### config.mk
export PLATFORM = sky130hd
export DESIGN_NAME = rmgq_front
export DESIGN_NICKNAME = d
export VERILOG_FILES = /design/src/hdl/rmgq_pkg.sv /design/src/hdl/rmgq_front.sv
export SDC_FILE = /design/constraint.sdc
export NUM_CORES = 1
export LEC_CHECK = 0
export ABC_AREA = 1
export BUFFER_PORTS_ARGS = -buffer_cell sky130_fd_sc_hd__buf_2
export CAP_MARGIN = 30
export CORE_UTILIZATION = 55
export DETAILED_ROUTE_END_ITERATION = 8
export PLACE_DENSITY_LB_ADDON = 0.2
export SKIP_CTS_REPAIR_TIMING = 1
export SLEW_MARGIN = 20
export SYNTH_ARGS = -nofsm -noshare
export SYNTH_HDL_FRONTEND = slang
export SYNTH_SLANG_ARGS = --single-unit
### constraint.sdc
create_clock -name clock -period 3.1 [get_ports clock]
set_input_delay 0.62 -clock clock [delete_from_list [all_inputs] [get_ports clock]]
set_output_delay 0.62 -clock clock [all_outputs]
set_load 0.01 [all_outputs]
### src/hdl/rmgq_pkg.sv
// Shared types and constants of the role matched group queue.
package rmgq_pkg;

   localparam int DEPTH_DEFAULT   = 128;
   localparam int ID_BITS_DEFAULT = 16;
   localparam int NUM_ROLES       = 3;
   localparam int ENTRY_ID_BITS   = 16;
   localparam int FILL_BITS       = 8;

   typedef enum logic [1:0] {
      OP_PUSH  = 2'd0,
      OP_POP   = 2'd1,
      OP_GROUP = 2'd2,
      OP_QUERY = 2'd3
   } op_type;

   localparam logic [1:0] ROLE_NONE = 2'd3;

   typedef struct packed {
      logic                     push;
      logic                     pop_role;
      logic                     take_group;
      logic [1:0]               role;
      logic [ENTRY_ID_BITS-1:0] id;
   } cmd_type;

endpackage

### src/hdl/rmgq_front.sv
// Front end: accepts request beats, decodes them and holds them in a two-entry queue.
module rmgq_front (
   input  logic                                clock,
   input  logic                                reset,
   input  logic                                in_valid,
   output logic                                in_ready,
   input  logic [1:0]                          in_op,
   input  logic [rmgq_pkg::ENTRY_ID_BITS-1:0]  in_id,
   input  logic [1:0]                          in_role,
   output logic                                cmd_valid,
   input  logic                                cmd_ready,
   output rmgq_pkg::cmd_type                   cmd
);
   import rmgq_pkg::*;

   cmd_type    slot_ff [2];
   logic       wr_ptr_ff, wr_ptr_in;
   logic       rd_ptr_ff, rd_ptr_in;
   logic [1:0] cnt_ff, cnt_in;
   cmd_type    dec;
   logic       do_push, do_pop;

   always_comb begin
      dec           = '0;
      dec.role      = in_role;
      dec.id        = in_id;
      case (in_op)
         OP_PUSH:  dec.push       = (in_role != ROLE_NONE);
         OP_POP:   dec.pop_role   = (in_role != ROLE_NONE);
         OP_GROUP: dec.take_group = 1'b1;
         default:  dec.push       = 1'b0;
      endcase
   end

   assign in_ready  = (cnt_ff != 2'd2);
   assign cmd_valid = (cnt_ff != 2'd0);
   assign cmd       = slot_ff[rd_ptr_ff];
   assign do_push   = in_valid && in_ready;
   assign do_pop    = cmd_valid && cmd_ready;

   always_comb begin
      wr_ptr_in = wr_ptr_ff ^ do_push;
      rd_ptr_in = rd_ptr_ff ^ do_pop;
      cnt_in    = cnt_ff + {1'b0, do_push} - {1'b0, do_pop};
   end

   always_ff @(posedge clock) begin
      if (reset) begin
         wr_ptr_ff <= 1'b0;
         rd_ptr_ff <= 1'b0;
         cnt_ff    <= 2'd0;
      end else begin
         wr_ptr_ff <= wr_ptr_in;
         rd_ptr_ff <= rd_ptr_in;
         cnt_ff    <= cnt_in;
      end
      if (do_push) begin
         slot_ff[wr_ptr_ff] <= dec;
      end
   end

endmodule

* Word-level counts from Yosys, hierarchy flattened
Memory sizes are Yosys's and may differ from the RTL's. A register that Yosys moved wholly into a read port is not among the register bits. Cells that the tools add are included.
Operators by class: add/subtract/negate cells 2, eq/ne operators 4, multiplexer cells 6, bitwise operators 2, reductions and logical operators 4
Operator list (number):
- $mux 1 | 6
- $ne 2x2->1 const B | 2
- $add 2x1->2 | 1
- $eq 2x1->1 const B | 1
- $eq 2x2->1 const B | 1
- $logic_and 1x1->1 | 2
- $logic_not 2->1 | 1
- $reduce_bool 2->1 | 1
- $sub 2x1->2 | 1
- $xor 1x1->1 | 2
Word-level totals: register bits 4, bits in writable memories 42, input bits 24, output and inout port bits 23, logic and storage cells 22, memories 1
Memories:
- slot_ff | depth 2, bits a word 21, read ports 1, clocked after Yosys merged registers in 1, wr ports 1, line rmgq_front.sv:16 | cmd_type slot_ff [2];

* Longest topological paths before layout
depth after elaboration 4, gate-level depth with buffers 11, gate-level depth less buffers 11

* Worst setup path before layout
No wires, ideal clock.
path type input to register, start in in_valid, end mem slot_ff[1][0] in the netlist's numbering (enable), library setup time 0.399 ns, data arrival time 1.592 ns, required time 2.701 ns, slack 1.109 ns, stages on the path 2, path buffers 0, path through nand2_4 nor2_1
On the way: word-level cells in the longest chain between the ends 3
RTL lines:
- start, declared | line rmgq_front.sv:5 | input logic in_valid,
- $logic_and 1x1->1 | line rmgq_front.sv:38 | assign do_push = in_valid && in_ready;
- $mux 1 | line rmgq_front.sv:57 | if (do_push) begin
- $mux 1 (not written as such) | line rmgq_front.sv:58 | slot_ff[wr_ptr_ff] <= dec;
- end, declared | line rmgq_front.sv:16
Every way passes these cells.

==> flow_summary.json <==
{
  "status": "complete, no violations",
  "vias": 1148,
  "setup_ws_ns": 1.22,
  "combPwrFrac_pct": 33.6,
  "die_w_um": 59.2,
  "p_total_w": 0.00164,
  "cpLargestDelayFamily": "buffers and inverters",
  "cts-root-buf": "clkbuf_4",
  "rows": 20,
  "ys_seq_area_share_pct": 74.6,
  "slew_viol_final": 0,
  "hold_viol": 0,
  "grt_overflow": 0,
  "dp_slack_ns": 1.22,
  "htreeDepth": 2,
  "antenna_found_initial": 0,
  "gp_congestion": 0.677,
  "wire_per_inst_um": 12.0,
  "synth.net_count": 177,
  "swShare_pct": 33.6,
  "power_switching_w": 0.000551,
  "slowest_stage": "dfxtp_1",
  "via_per_inst": 4.65,
  "final_cell_mix": "nand2_1, buf_2, edfxtp_1",
  "cts_buffer_depth": 2,
  "drt-initial-drc-count": 40,
  "avgSynthCellArea_um2": 11.9,
  "crit_required_ns": 2.48,
  "port-buffer-count": 46,
  "intPower_w": 0.00109,
  "worst_hold_slack_ns": 0.453,
  "io_pins": 47,
  "crit_chain": "buf_4, nand2_1, nand2_1, buf_2",
  "fill_cells": 232,
  "totalWireLength_um": 2960,
  "rsz0062_at_grt": "no",
  "leakagePower_nw": 0.955,
  "clk-insertion-delay-late_ns": 0.34,
  "min_path_type": "in -> reg",
  "setup_viol": 0,
  "grt_pass1_wl_um": 4730,
  "cp.arrival_ns": 1.26,
  "fin_util_pct": 69.3,
  "grt_max_degree": 23,
  "layout_commonest_cell": "nand2_1",
  "path_max_fanout": 22,
  "dieArea_mm2": 0.00350,
  "timing.setup.tns_ns": 0,
  "critPathBufInv": 2,
  "clock_skew_ns": 0.00617,
  "drc_errors": 0,
  "fmax_mhz": 532,
  "fp.dieH_um": 59.2,
  "synth_cells": 151,
  "worstSetupPathType": "reg -> out",
  "multi_input_area_um2": 390,
  "dp_hpwl_um": 2160,
  "ir_drop_mv": 0.466,
  "initial_core_util_pct": 58.4,
  "fin_crit_sh_pct": 60.6,
  "grt_pass1_vias": 1065,
  "pwr-share-clk_pct": 15.1,
  "seq_area_mm2": 0.00134,
  "tightest_slew_ns": 0.411,
  "cpMostUsedCell": "nand2_1",
  "powerDensity_mw_per_mm2": 771,
  "core_mm2": 0.00308,
  "yosysUniqueCellTypes": 18,
  "final_antenna_net_count": 0,
  "area_delta_synth_final_pct": 18.7,
  "critPathLaunchType": "flip-flop",
  "nNetsFinal": 229,
  "ys_warn_count": 0,
  "clkTransAtPathRegs_ns": 0.12,
  "syn-cell-area_mm2": 0.00180,
  "seq_power_share_pct": 51.3,
  "maxCapViolations": 0,
  "cts_buffers": 5,
  "fin_crit_ns": 1.88,
  "drive_above_1_share_pct": 30.5,
  "maxSlewHeadroom_pct": 72.6,
  "first_pass_iters": 4,
  "grtUsageTotal_pct": 19.2,
  "clock-sinks": 46,
  "critPathCaptureType": "primary output",
  "cts_tree": "built",
  "synth-seq-cells": 46,
  "max_stage_delay_ns": 0.36,
  "diodes": 0
}
-- synth_stat cells (all sizes together) --
library cell	n	area, um2
edfxtp	42	1260
nand3	2	15.0
a21oi	1	8.76
ha	2	25.0
buf	4	20.0
inv	13	48.8
xnor2	1	8.76
o21ai	1	5.00
dfxtp	4	80.1
nand2	71	277
nor3	1	5.00
nor2	9	43.8
-- path summary, 6_finish.rpt --
check | start | endpoint | slack [ns] | cells after the start
worst max-delay path | rd_ptr_ff | cmd[12] | 1.22 | 4
worst min-delay path | reset | wr_ptr_ff | 0.45 | 2
worst max register to register | cnt_ff[0] | slot_ff[0][6] | 1.45 | 6
worst min register to register | wr_ptr_ff | wr_ptr_ff | 0.62 | 3
-- flip-flops by register name, indices dropped and copies added (netlist names) --
register   count
slot_ff       42
wr_ptr_ff      1
cnt_ff         2
rd_ptr_ff      1
-- per-layer routing --
metal | routed length (um) | up-vias | global-route usage, %
met1 | 1320 | 518 | 23.7
met5 | 0 | - | 0
li1 | - | 594 | -
met2 | 1460 | 31 | 30.8
met3 | 141 | 5 | 7.21
met4 | 45 | 0 | 7.14
-- per-stage QoR --
step                      instance area [um2]  std cells
after global placement                   2090        240
after detailed placement                 2090        240
after global routing                     2130        247
after CTS                                2130        247
after floorplan                          1800        151
final                                    2130        247
-- worst reg2reg max path, delay by kind of cell, from the launching register on --
kind | cells | cell delay, ns
buffers and inverters | 3 | 0.42
adder cells (fa/ha/maj) | 1 | 0.39
AND/OR/NAND/NOR | 2 | 0.16
flip-flops | 1 | 0.39
-- final cells by class --
cell class | count | area share, %
multi-input combinational | 88 | 18.3
clock buffer | 7 | 2.11
timing repair buffer | 49 | 11.8
inverter | 13 | 2.29
tap | 44 | 2.58
sequential | 46 | 62.9
-- cell families after synthesis --
family,Yosys count,share of synthesized area (%)
AND/OR/NAND/NOR,83,18.9
flip-flops,46,74.6
buffers and inverters,17,3.83
AO/OA/AOI/OAI,2,0.765
adder cells (fa/ha/maj),2,1.39
XOR/XNOR,1,0.487
-- power groups by stage --
stage                     registers, W  clock network, W  logic, W
final                         0.000844          0.000249  0.000552
after global routing          0.000853          0.000285  0.000622
after CTS                     0.000844          0.000256  0.000561
after detailed placement      0.000859                 0  0.000558
after global placement        0.000855                 0  0.000540
after floorplan               0.000854                 0  0.000355
Note: power is estimated with default switching activity, not from simulation.
